--- config.mk ---
export PLATFORM = sky130hd
export DESIGN_NAME = version_range_major_matcher_top
export DESIGN_NICKNAME = d
export VERILOG_FILES = /design/src/vrmm_pkg.sv /design/src/vrmm_parse.sv /design/src/version_range_major_matcher_top.sv
export SDC_FILE = /design/constraint.sdc
export NUM_CORES = 1
export LEC_CHECK = 0
export BUFFER_PORTS_ARGS = -buffer_cell sky130_fd_sc_hd__buf_2
export CORE_MARGIN = 1
export CORE_UTILIZATION = 60
export CTS_CLUSTER_DIAMETER = 50
export DETAILED_ROUTE_END_ITERATION = 10
export HOLD_SLACK_MARGIN = 0.15
export PLACE_DENSITY = 0.78
export SYNTH_ARGS = -nofsm -noshare
export SYNTH_HDL_FRONTEND = slang
export SYNTH_SLANG_ARGS = --single-unit
--- constraint.sdc ---
create_clock -name clk -period 9.65 [get_ports clk]
set_clock_uncertainty 0.15 [all_clocks]
set_input_delay 0.4825 -clock clk [delete_from_list [all_inputs] [get_ports clk]]
set_output_delay 0.4825 -clock clk [all_outputs]
set_load 0.005 [all_outputs]
--- src/vrmm_pkg.sv ---
// shared types and constants for the version range major matcher
// no dependencies
`default_nettype none

package vrmm_pkg;

    localparam int WANTED_W = 17;

    localparam logic [7:0] CHAR_ZERO  = 8'h30;
    localparam logic [7:0] CHAR_NINE  = 8'h39;
    localparam logic [7:0] CHAR_DOT   = 8'h2E;
    localparam logic [7:0] CHAR_DASH  = 8'h2D;
    localparam logic [7:0] CHAR_COMMA = 8'h2C;

    typedef enum logic [1:0] {
        PH_LO_MAJOR = 2'd0,
        PH_LO_MINOR = 2'd1,
        PH_HI_MAJOR = 2'd2,
        PH_HI_MINOR = 2'd3
    } phase_t;

    typedef struct packed {
        logic accepts;
        logic malformed;
    } result_t;

endpackage

`default_nettype wire

--- src/vrmm_parse.sv ---
// per-character parser state and its combinational next-state update
// depends on vrmm_pkg
`default_nettype none

module vrmm_parse #(
    parameter int VALUE_LIMIT = 100000
) (
    input  wire logic                          clk,
    input  wire logic                          rst_n,
    input  wire logic                          step,
    input  wire logic [7:0]                    char_code,
    input  wire logic                          last_char,
    input  wire logic                          no_char,
    input  wire logic [vrmm_pkg::WANTED_W-1:0] wanted_major,
    output vrmm_pkg::result_t                  result
);
    import vrmm_pkg::*;

    localparam int VAL_W = $clog2(VALUE_LIMIT + 1);
    localparam int PROD_W = VAL_W + 4;
    localparam int CMP_W = (VAL_W > WANTED_W) ? VAL_W : WANTED_W;
    localparam logic [VAL_W-1:0] LIMIT_V = VAL_W'(VALUE_LIMIT);

    phase_t           phase_reg, phase_next;
    logic             has_digit_reg, has_digit_next;
    logic [VAL_W-1:0] lo_maj_reg, lo_maj_next;
    logic [VAL_W-1:0] lo_min_reg, lo_min_next;
    logic [VAL_W-1:0] hi_maj_reg, hi_maj_next;
    logic [VAL_W-1:0] hi_min_reg, hi_min_next;
    logic             hit_reg, hit_next;
    logic             failed_reg, failed_next;

    logic [VAL_W-1:0]  cur;
    logic [VAL_W-1:0]  new_val;
    logic [PROD_W-1:0] prod;
    logic [3:0]        digit;
    logic [VAL_W-1:0]  c_hi_maj;
    logic [VAL_W-1:0]  c_hi_min;
    logic              c_fail;
    logic              c_hit;

    always_comb
    begin
        phase_next     = phase_reg;
        has_digit_next = has_digit_reg;
        lo_maj_next    = lo_maj_reg;
        lo_min_next    = lo_min_reg;
        hi_maj_next    = hi_maj_reg;
        hi_min_next    = hi_min_reg;
        hit_next       = hit_reg;
        failed_next    = failed_reg;
        result         = '0;
        c_fail         = 1'b0;
        c_hit          = 1'b0;
        c_hi_maj       = '0;
        c_hi_min       = '0;

        unique case (phase_reg)
            PH_LO_MAJOR: cur = lo_maj_reg;
            PH_LO_MINOR: cur = lo_min_reg;
            PH_HI_MAJOR: cur = hi_maj_reg;
            default:     cur = hi_min_reg;
        endcase
        digit = 4'(char_code - CHAR_ZERO);
        prod = (PROD_W'(cur) << 3) + (PROD_W'(cur) << 1) + PROD_W'(digit);
        new_val = (prod > PROD_W'(VALUE_LIMIT)) ? LIMIT_V : prod[VAL_W-1:0];

        // take the character
        if (!no_char)
        begin
            priority if (char_code >= CHAR_ZERO && char_code <= CHAR_NINE)
            begin
                if (prod > PROD_W'(VALUE_LIMIT))
                    failed_next = 1'b1;
                has_digit_next = 1'b1;
                unique case (phase_reg)
                    PH_LO_MAJOR: lo_maj_next = new_val;
                    PH_LO_MINOR: lo_min_next = new_val;
                    PH_HI_MAJOR: hi_maj_next = new_val;
                    default:     hi_min_next = new_val;
                endcase
            end
            else if (char_code == CHAR_DOT)
            begin
                if (has_digit_reg && phase_reg == PH_LO_MAJOR)
                begin
                    phase_next     = PH_LO_MINOR;
                    has_digit_next = 1'b0;
                end
                else if (has_digit_reg && phase_reg == PH_HI_MAJOR)
                begin
                    phase_next     = PH_HI_MINOR;
                    has_digit_next = 1'b0;
                end
                else
                    failed_next = 1'b1;
            end
            else if (char_code == CHAR_DASH)
            begin
                if (has_digit_reg && phase_reg == PH_LO_MINOR)
                begin
                    phase_next     = PH_HI_MAJOR;
                    has_digit_next = 1'b0;
                end
                else
                    failed_next = 1'b1;
            end
            else if (char_code == CHAR_COMMA)
            begin
                // closed below, shared with end of list
            end
            else
                failed_next = 1'b1;
        end

        // close the range on a comma or at the end of the list
        if ((!no_char && char_code == CHAR_COMMA) || last_char)
        begin
            if (!has_digit_next ||
                (phase_next != PH_LO_MINOR && phase_next != PH_HI_MINOR))
                c_fail = 1'b1;
            else
            begin
                c_hi_maj = (phase_next == PH_LO_MINOR) ? lo_maj_next : hi_maj_next;
                c_hi_min = (phase_next == PH_LO_MINOR) ? lo_min_next : hi_min_next;
                if (lo_maj_next != c_hi_maj)
                    c_fail = 1'b1;
                if (c_hi_min < lo_min_next)
                    c_fail = 1'b1;
                if (CMP_W'(lo_maj_next) == CMP_W'(wanted_major))
                    c_hit = 1'b1;
            end
            // a comma on the final transaction leaves an empty range behind it
            if (!no_char && char_code == CHAR_COMMA && last_char)
                c_fail = 1'b1;
            failed_next    = failed_next | c_fail;
            hit_next       = hit_next | c_hit;
            phase_next     = PH_LO_MAJOR;
            has_digit_next = 1'b0;
            lo_maj_next    = '0;
            lo_min_next    = '0;
            hi_maj_next    = '0;
            hi_min_next    = '0;
        end

        if (last_char)
        begin
            result.malformed = failed_next;
            result.accepts   = !failed_next && hit_next;
            hit_next         = 1'b0;
            failed_next      = 1'b0;
        end
    end

    always_ff @(posedge clk or negedge rst_n)
    begin
        if (!rst_n)
        begin
            phase_reg     <= PH_LO_MAJOR;
            has_digit_reg <= 1'b0;
            lo_maj_reg    <= '0;
            lo_min_reg    <= '0;
            hi_maj_reg    <= '0;
            hi_min_reg    <= '0;
            hit_reg       <= 1'b0;
            failed_reg    <= 1'b0;
        end
        else if (step)
        begin
            phase_reg     <= phase_next;
            has_digit_reg <= has_digit_next;
            lo_maj_reg    <= lo_maj_next;
            lo_min_reg    <= lo_min_next;
            hi_maj_reg    <= hi_maj_next;
            hi_min_reg    <= hi_min_next;
            hit_reg       <= hit_next;
            failed_reg    <= failed_next;
        end
    end

endmodule

`default_nettype wire

--- src/version_range_major_matcher_top.sv ---
// top level of the version range major matcher: input register, parser, result register
// depends on vrmm_pkg and vrmm_parse
//
// The input channel (in_valid/in_ready) carries one character of a
// comma-separated list of MAJOR.MINOR or MAJOR.MINOR-MAJOR.MINOR ranges per
// transaction; last_char marks the final transaction of a list and no_char
// a transaction that carries no byte (an empty list is one such transaction
// with last_char set).
// The output channel (out_valid/out_ready) carries one transaction per list,
// with accepts and malformed, produced by the transaction flagged last_char.
// wanted_major is written by cfg_write; reset value 1. The user must write it only
// while the block is idle; the block itself does not enforce this. A result passes
// through the input register, then the parser update into the result register.
// Throughput: one character per cycle, but a final character waits while the result
// register is full; the parser state update is a single multiply-by-ten accumulate and
// compare between the two registers. Reset clears the parser state and the valid flags
// of the input and result registers. When the receiver stalls, the result is held;
// non-final characters keep flowing, and a following final character waits in the input
// register until the result register is free.
`default_nettype none

module version_range_major_matcher_top #(
    parameter int VALUE_LIMIT = 100000
) (
    input  wire logic                          clk,
    input  wire logic                          rst_n,
    input  wire logic                          in_valid,
    output      logic                          in_ready,
    input  wire logic [7:0]                    char_code,
    input  wire logic                          last_char,
    input  wire logic                          no_char,
    output      logic                          out_valid,
    input  wire logic                          out_ready,
    output      logic                          accepts,
    output      logic                          malformed,
    input  wire logic                          cfg_write,
    input  wire logic [vrmm_pkg::WANTED_W-1:0] wanted_major
);
    import vrmm_pkg::*;

    logic                s1_valid_reg;
    logic [7:0]          s1_char_reg;
    logic                s1_last_reg;
    logic                s1_none_reg;
    logic [WANTED_W-1:0] wanted_reg;
    logic                out_valid_reg;
    result_t             out_reg;
    logic                s1_go;
    logic                step;
    result_t             res;

    assign s1_go    = !s1_last_reg || !out_valid_reg || out_ready;
    assign step     = s1_valid_reg && s1_go;
    assign in_ready = !s1_valid_reg || s1_go;

    vrmm_parse #(
        .VALUE_LIMIT (VALUE_LIMIT)
    ) u_parse (
        .clk          (clk),
        .rst_n        (rst_n),
        .step         (step),
        .char_code    (s1_char_reg),
        .last_char    (s1_last_reg),
        .no_char      (s1_none_reg),
        .wanted_major (wanted_reg),
        .result       (res)
    );

    // input register
    always_ff @(posedge clk or negedge rst_n)
    begin
        if (!rst_n)
            s1_valid_reg <= 1'b0;
        else if (in_ready)
            s1_valid_reg <= in_valid;
    end

    always_ff @(posedge clk)
    begin
        if (in_valid && in_ready)
        begin
            s1_char_reg <= char_code;
            s1_last_reg <= last_char;
            s1_none_reg <= no_char;
        end
    end

    // configuration register
    always_ff @(posedge clk or negedge rst_n)
    begin
        if (!rst_n)
            wanted_reg <= WANTED_W'(1);
        else if (cfg_write)
            wanted_reg <= wanted_major;
    end

    // result register
    always_ff @(posedge clk or negedge rst_n)
    begin
        if (!rst_n)
            out_valid_reg <= 1'b0;
        else if (step && s1_last_reg)
            out_valid_reg <= 1'b1;
        else if (out_ready)
            out_valid_reg <= 1'b0;
    end

    always_ff @(posedge clk)
    begin
        if (step && s1_last_reg)
            out_reg <= res;
    end

    assign out_valid = out_valid_reg;
    assign accepts   = out_reg.accepts;
    assign malformed = out_reg.malformed;

endmodule

`default_nettype wire

=== Word level (Yosys, flattened, before mapping) ===
Index checks and enable logic that the tools add are counted.

* Register bits: 104
* Input bits: 32
* Output and inout port bits: 4
* Logic and storage cells: 119

* Add/sub/neg operators: 3
* $lt $le $gt $ge: 4
* Equality and inequality tests: 10
* Multiplexer cells: 59
* Bitwise logic cells: 2
* Reduce and logical (&&, ||, !) cells: 25

{| class="wikitable"
|+ Operators by type and width
! kind !! count
|-
| two-way mux 17 bit || 19
|-
| case mux 17 bit (3 select lines) || 1
|-
| two-way mux 1 bit || 31
|-
| == test 8 x 6 -> 1 bit (second input constant) || 3
|-
| adder 20 x 18 -> 21 bit || 1
|-
| adder 21 x 4 -> 21 bit || 1
|-
| > comparator 21 x 17 -> 1 bit (second input constant) || 1
|-
| == test 17 bit || 1
|-
| less-than comparator 17 bit || 1
|-
| != test 17 bit || 1
|-
| two-way mux 2 bit || 8
|-
| logical AND 1 bit || 11
|-
| >= comparator 8 x 6 -> 1 bit (second input constant) || 1
|-
| <= comparator 8 x 6 -> 1 bit (second input constant) || 1
|-
| zero test 1 bit || 6
|-
| logical OR 1 bit || 5
|-
| == test 2 x 1 -> 1 bit (second input constant) || 2
|-
| subtractor 4 x 1 -> 4 bit (second input constant) || 1
|-
| OR reduction 3 bit || 1
|-
| == test 2 bit (second input constant) || 1
|-
| zero test 2 bit || 1
|-
| != test 2 x 1 -> 1 bit (second input constant) || 1
|-
| != test 2 bit (second input constant) || 1
|-
| OR 1 bit || 2
|-
| nonzero test 2 bit || 1
|}

=== Depth between registers and ports, before layout ===
Gate-level depths: netlist of run 1.

* Depth in word-level cells: 20
* Depth in mapped cells: 32
* Gate-level depth less buffers: 26

=== By module ===
A second synthesis of run 1 with hierarchy kept.

* Cells, all modules: 887
* Area total of the unflattened synthesis: 8056.5 um^2

{| class="wikitable"
|+ Modules (own cells, without submodules)
! module !! times used !! cells each !! area each (um^2)
|-
| vrmm_parse || 1 || 829 || 6910.4
|-
| version_range_major_matcher_top || 1 || 58 || 1146.1
|}

=== Worst setup path after synthesis of run 1 ===
No wires, ideal clock.

* Kind: register to register
* Start point: reg u_parse.phase_reg[1]
* End point: reg out_reg, in the netlist accepts, data pin
* Library setup time: 256 ps
* Arrival: 6946 ps
* Required time: 9244 ps
* Path slack: 2299 ps
* Cell stages (with the launch flop): 32
* Path buffers: 7
* Cell sequence: dfrtp_1 buf_2 buf_1 clkbuf_1 buf_1 clkbuf_1 mux4_2 ha_1 ha_1 and3_1 a221o_1 a22oi_1 a21oi_1 mux2_2 or3_1 buf_2 nor2_2 buf_4 nand2_1 o21ai_0 inv_1 a21oi_1 ha_1 a21o_1 a21o_1 a21oi_1 nor2_1 a211oi_1 o21ai_0 a2111oi_0 a211oi_2 and4_1

* Cells in the longest elaborated chain, start to end: 20

{| class="wikitable"
|+ RTL lines
! what !! line !! source
|-
| from (decl) || vrmm_parse.sv:24 || <nowiki>phase_t phase_reg, phase_next;</nowiki>
|-
| from (signal assigned) || vrmm_parse.sv:170 || <nowiki>phase_reg <= phase_next;</nowiki>
|-
| branches (longest 19 deep; another with adder 20 x 18 -> 21 bit) || - ||
|-
| logical AND 1 bit * || vrmm_parse.sv:149 || <nowiki>result.accepts = !failed_next && hit_next;</nowiki>
|-
| to (signal assigned) || version_range_major_matcher_top.sv:111 || <nowiki>out_reg <= res;</nowiki>
|-
| to (decl) || version_range_major_matcher_top.sv:47 || <nowiki>result_t out_reg;</nowiki>
|}

Mark *: on every way between the ends. The select of a mux whose other input is x is not followed.
A chain may end at the register's enable or synchronous reset.

=== Worst setup path in the final report of run 1 ===
Ends and elaborated chain as after synthesis.

==> flow_metrics.tcl, run 1 <==
set metrics [dict create \
    outcome "complete, no violations" \
    rows 41 \
    routed_wl_um 23500 \
    routedWlPerCell_um 22.1 \
    setup_viol 0 \
    synthTopCellsByArea "dfrtp_1 (29%), ha_1 (7.7%), nand2_1 (5.7%)" \
    dp_hpwl_um 17600 \
    antenna_found_initial 0 \
    synthesis.nets 949 \
    ys_seq_area_share_pct 33.5 \
    drc 0 \
    port_buffers 35 \
    dr.pass1.iters 5 \
    grt_pass1_vias 7084 \
    syn_to_final_growth_pct 8.16 \
    netSwitchingPower_uw 245 \
    cts_tree "done" \
    async_flop_share_pct 88.5 \
    synth_top_area_share_pct 28.6 \
    clkSlewWorstSetupHoldPaths_ns 0.08 \
    final_common_cell "nand2_1" \
    end_kind "flop" \
    power_frac_comb_pct 8.1 \
    ant_nets 0 \
    ff_latch_area_um2 2670 \
    final_area_um2 8610 \
    ir_worst_vdd_v 0.000107 \
    synth_seq_cells 104 \
    drive_above_1_share_pct 14.5 \
    nets 969 \
    rsz0062_at_grt "false" \
    root_buffer "clkbuf_16" \
    p_sw_share_pct 27.0 \
    grt_max_degree 61 \
    cp.arrival_ns 8.25 \
    synthCells 866 \
    syn_area_per_cell_um2 9.19 \
    multi_input_area_um2 5020 \
    gp_congestion 1.02 \
    numCtsBuffers 9 \
    finalCritPeriodShare_pct 85.7 \
    ctsResizeCount 0 \
    max_freq_mhz 121 \
    dp_cells 1039 \
    p_seq_share_pct 51.5 \
    synth.distinct_cells 83 \
    setup_tns_ns 0 \
    insertion_delay_ns 0.37 \
    ctsHtreeMaxLevel 3 \
    hold_violations 0 \
    drtIter0Drc 849 \
    fp.dieArea_um2 13700 \
    postCtsSetupBuffers 0 \
    viasPerCell 6.78 \
    grt_overflow 0 \
    startpoint "u_parse.phase_reg[1]" \
    period_needed_ns 8.27 \
    hold_buffers 8 \
    antennaDiodeCount 0 \
    yosys_warnings 0 \
    timing.hold.ws_ns 0.150 \
    critPathKind "flop to flop" \
    maxCapViolations 0 \
    die_w_um 117 \
    drv_slew 0 \
    stdcell_count 1063 \
    placed_area_um2 8240 \
    clkPwrFrac_pct 40.4 \
    worstMarginPinSlew_ns 1.11 \
    critPathMaxFanout 27 \
    power_leakage_uw 0.00379 \
    layout_common_cells "nand2_1 (120), dfrtp_1 (90), o21ai_0 (75), nor2_1 (52), ha_1 (49)" \
    reg2reg_from "u_parse.phase_reg[1]" \
    num_vias 7210 \
    critPathLaunchType "flop" \
    netlist_area_um2 7960 \
    crit_required_ns 9.62 \
    synthFlopType "dfrtp_1" \
    min_path_type "input pin to flop" \
    pwr_density_cell_nw_per_um2 105 \
    intPower_uw 662 \
    grt_pass1_wl_um 37400 \
    die_h_um 117 \
    initial_utilization_pct 62.3 \
    yosys.area.top_type "dfrtp_1" \
    core_area_um2 12800 \
    synth_edf_count 12 \
    num-fill-cells 1007 \
    cts_buffer_depth 2 \
    clkSinkCount 104 \
    worstHoldStart "char_code[3]" \
    io_pins 36 \
    relSlewSlack_pct 25.9 \
    grt_use_total_pct 37.0 \
]
final timing paths:
check,slack [ns],cells after the start,endpoint
worst max register to register,1.38,25,accepts
worst min-delay path,0.15,1,s1_char_reg[3]
max in group asynchronous,7.74,3,u_parse.phase_reg[1]
worst max-delay path,1.38,25,accepts
worst min register to register,0.38,1,wanted_reg[9]
min in group asynchronous,0.45,2,u_parse.lo_min_reg[4]
cell usage after synthesis, types with 8 or more instances:
cell,count
o21ai_1,8
mux2_2,24
o31ai_1,9
a211oi_1,11
ha_1,49
a21o_1,12
nand2_1,120
a21oi_1,46
o21ai_0,75
nor2_1,53
xnor2_1,21
nor3_1,12
xor2_1,25
mux4_2,17
mux2i_1,26
clkbuf_1,29
edfxtp_1,12
dfrtp_1,91
o211ai_1,11
a22o_1,25
nand4_1,10
nand3_1,16
inv_1,28
stage by stage:
step | setup slack, ns | util (%) | power (uW)
floorplan | 2.30 | - | 512
global placement | 2.00 | 64.5 | 543
detailed placement | 1.77 | 64.5 | 545
CTS | 1.63 | 67.4 | 910
global route | 1.14 | 67.4 | 934
finish | 1.38 | 67.4 | 908
logic make-up (layout without fill, tap and decap cells):
group	after synthesis	after routing	share of synthesized area, %
buffers and inverters	69	94	3.46
xor gates and xnor gates	47	47	5.27
muxes	68	68	11.6
DFF	104	104	33.5
adders and majority gates	51	51	8.21
AOI/OAI and AO/OA	248	248	21.0
and+or+nand+nor	279	279	17.0
power groups by stage:
stage / Sequential [uW] / Combinational [uW] / Clock, uW
CTS: 467 / 73.0 / 370
global route: 469 / 80.8 / 384
detailed placement: 475 / 69.6 / 0
global placement: 475 / 67.6 / 0
finish: 467 / 73.6 / 367
floorplan: 471 / 41.3 / 0
final cells by class:
cell class / count / share of cell area [%]
Clock buffer: 9 / 2.62
Clock inverter: 7 / 0.756
Inverter: 28 / 1.22
Multi-Input combinational cell: 693 / 58.3
Sequential cell: 104 / 31.0
Tap cell: 172 / 2.50
Timing Repair Buffer: 50 / 3.61
worst max-delay path: stages, from the launching register on:
cell and delay, ns:
dfrtp_2 0.69, buf_4 0.45, mux4_2 0.41, ha_1 0.33, ha_1 0.28, fa_1 0.44
a21o_1 0.21, a221oi_2 0.40, o21ai_1 0.18, xnor2_2 0.38, o31ai_2 0.14, o31a_1 0.43
nor2_2 0.48, nand2_1 0.36, nor2_1 0.18, a21oi_1 0.09, ha_1 0.24, a21o_1 0.16
a21o_1 0.17, a21oi_1 0.27, nor4_1 0.10, nor3_1 0.12, o21ai_0 0.23, a2111oi_0 0.66
a211oi_2 0.23, and4_1 0.22
layer usage:
metal,vias to the layer above,GRT usage [%],part of all wire (%)
li1,3253,-,-
met1,3462,48.0,41
met2,423,58.1,45
met3,72,9.17,10
met4,0,17.6,4.1
met5,-,0,0
(Power assumes the default switching activity.)
==> run 2, diff against run 1 <==
Settings changed: CORE_UTILIZATION 60 to 40, GPL_TIMING_DRIVEN set to 0, PLACE_DENSITY 0.78 to 0.56, SKIP_CTS_REPAIR_TIMING set to 1.
==> run 2 against run 1 <==
Against the previous run: register-to-register slack worse by 0.50 ns; maximum frequency down 5.7%; sequential power about the same; largest cell class unchanged; core utilization down 22 points; power up 3.4%; non-clock buffer count up 35.
==> flow_metrics.tcl, run 2 (synthesized netlist as in run 1, its figures left out) <==
set metrics [dict create \
    period_needed_ns 8.77 \
    ant_nets 0 \
    drc 0 \
    holdPathEnd "s1_valid_reg" \
    worstHoldStart "in_valid" \
    nets 1004 \
    root_buffer "clkbuf_16" \
    worstMarginPinSlew_ns 0.873 \
    crit_required_ns 9.62 \
    num-fill-cells 1936 \
    dp_hpwl_um 20100 \
    cp.arrival_ns 8.74 \
    holdPathStages 2 \
    max_stage_delay_ns 0.64 \
    port_buffers 34 \
    initial_utilization_pct 40.9 \
    clkSinkCount 104 \
    grt_pass1_vias 6703 \
    cts_buffer_depth 2 \
    setup_viol 0 \
    dr.pass1.iters 6 \
    io_pins 36 \
    syn_to_final_growth_pct 12.0 \
    maxCapViolations 0 \
    grt_max_degree 68 \
    finalCritPeriodShare_pct 90.9 \
    grt_use_total_pct 26.9 \
    pwr_density_cell_nw_per_um2 105 \
    reg2reg_from "u_parse.phase_reg[1]" \
    ctsHtreeMaxLevel 3 \
    max_freq_mhz 114 \
    insertion_delay_ns 0.36 \
    critPathLaunchType "flop" \
    rsz0062_at_grt "false" \
    rows 51 \
    end_kind "flop" \
    drive_above_1_share_pct 13.9 \
    num_vias 7035 \
    critPathKind "flop to flop" \
    antenna_found_initial 1 \
    reg2reg_depth 29 \
    startpoint "u_parse.phase_reg[1]" \
    path_buf_inv 6 \
    routed_wl_um 26000 \
    grt_pass1_wl_um 40300 \
    clkSlewWorstSetupHoldPaths_ns 0.08 \
    outcome "complete, no violations" \
    layout_common_cells "nand2_1 (120), dfrtp_1 (91), o21ai_0 (75), nor2_1 (53), ha_1 (49)" \
    power_leakage_uw 0.00388 \
    critPathMaxFanout 16 \
    final_common_cell "nand2_1" \
    die_h_um 143 \
    hold_violations 0 \
    drtIter0Drc 608 \
    r2r_slack_ns 0.88 \
    cpMaxStageDelayCell "xor2_1" \
    post-route-util_pct 45.8 \
    fp.dieArea_um2 20500 \
    core_area_um2 19500 \
    cts_tree "done" \
    numCtsBuffers 9 \
    pre_cts_slack_ns 0.134 \
    gp_congestion 0.941 \
    drv_slew 0 \
    crit_family "compound AO/OA/AOI/OAI gates" \
    relSlewSlack_pct 41.3 \
    routedWlPerCell_um 21.8 \
    grt_overflow 0 \
    r2r_end "accepts" \
    die_w_um 143 \
    min_path_type "input pin to flop" \
    layout_setup_ws_ns 0.878 \
    antennaDiodeCount 0 \
    viasPerCell 5.91 \
    setup_tns_ns 0 \
    ir_worst_vdd_v 0.0000817 \
]
## run 2: cell types whose count changed in the layout (fill, tap and decap cells not counted), sizes merged
cell / previous run / this run
inv: 30 / 34
buf: 42 / 43
clkdlybuf4s15: 0 / 1
clkinv: 3 / 1
clkinvlp: 2 / 0
dlygate4sd3: 8 / 11
clkbuf: 9 / 39
## run 2: through the flow
| stage | power, uW | hold WS [ns] | std cells | cell area (um2) |
|---|---|---|---|---|
| 2_1_floorplan | 512 | 0.0369 | 866 | 7960 |
| 3_3_place_gp | 548 | 0.349 | 1165 | 8460 |
| 3_5_place_dp | 550 | 0.278 | 1166 | 8490 |
| 4_1_cts | 942 | -0.118 | 1182 | 8800 |
| 5_1_grt | 972 | 0.169 | 1191 | 8910 |
| 6_report | 939 | 0.164 | 1191 | 8910 |
## run 2: area by class of cell
class                           count  area, um2  area share (%)
Timing Repair Buffer               46        310            3.48
Tap cell                          265        332            3.72
Clock buffer                        9        225            2.53
Sequential cell                   104       2660            29.9
Multi-Input combinational cell    693       5020            56.3
Clock inverter                      7       86.3           0.969
Inverter                           28        105            1.18
Buffer                             39        171            1.92
## run 2: metal layers
metal  wire length [um]  GRT usage [%]
met5                  0              0
met2              11000           39.3
met1              12100           38.0
met3               1860           6.27
met4               1030           11.3
## run 2: where the power goes
part | switching [uW] | total, uW | internal (uW)
Sequential | 11.5 | 467 | 455
Clock | 203 | 393 | 190
Combinational | 49.7 | 79.2 | 29.5
Total | 265 | 939 | 674
## run 2: worst max path at each step
stage	endpoint	slack, ns	cells after the start
after floorplan	accepts	2.30	31
after global placement	accepts	0.10	30
final	accepts	0.88	29
after global routing	accepts	0.31	29
after detailed placement	accepts	0.13	30
after CTS	accepts	0.07	30
## run 2: worst register-to-register path, delay by kind of cell (launching register included)
family | cells | cell delay [ns]
compound gates | 14 | 3.38
mux | 1 | 0.45
xor+xnor | 1 | 0.65
fa+ha+maj | 3 | 0.97
simple gates | 4 | 0.66
buf+inv | 6 | 1.96
flops | 1 | 0.33
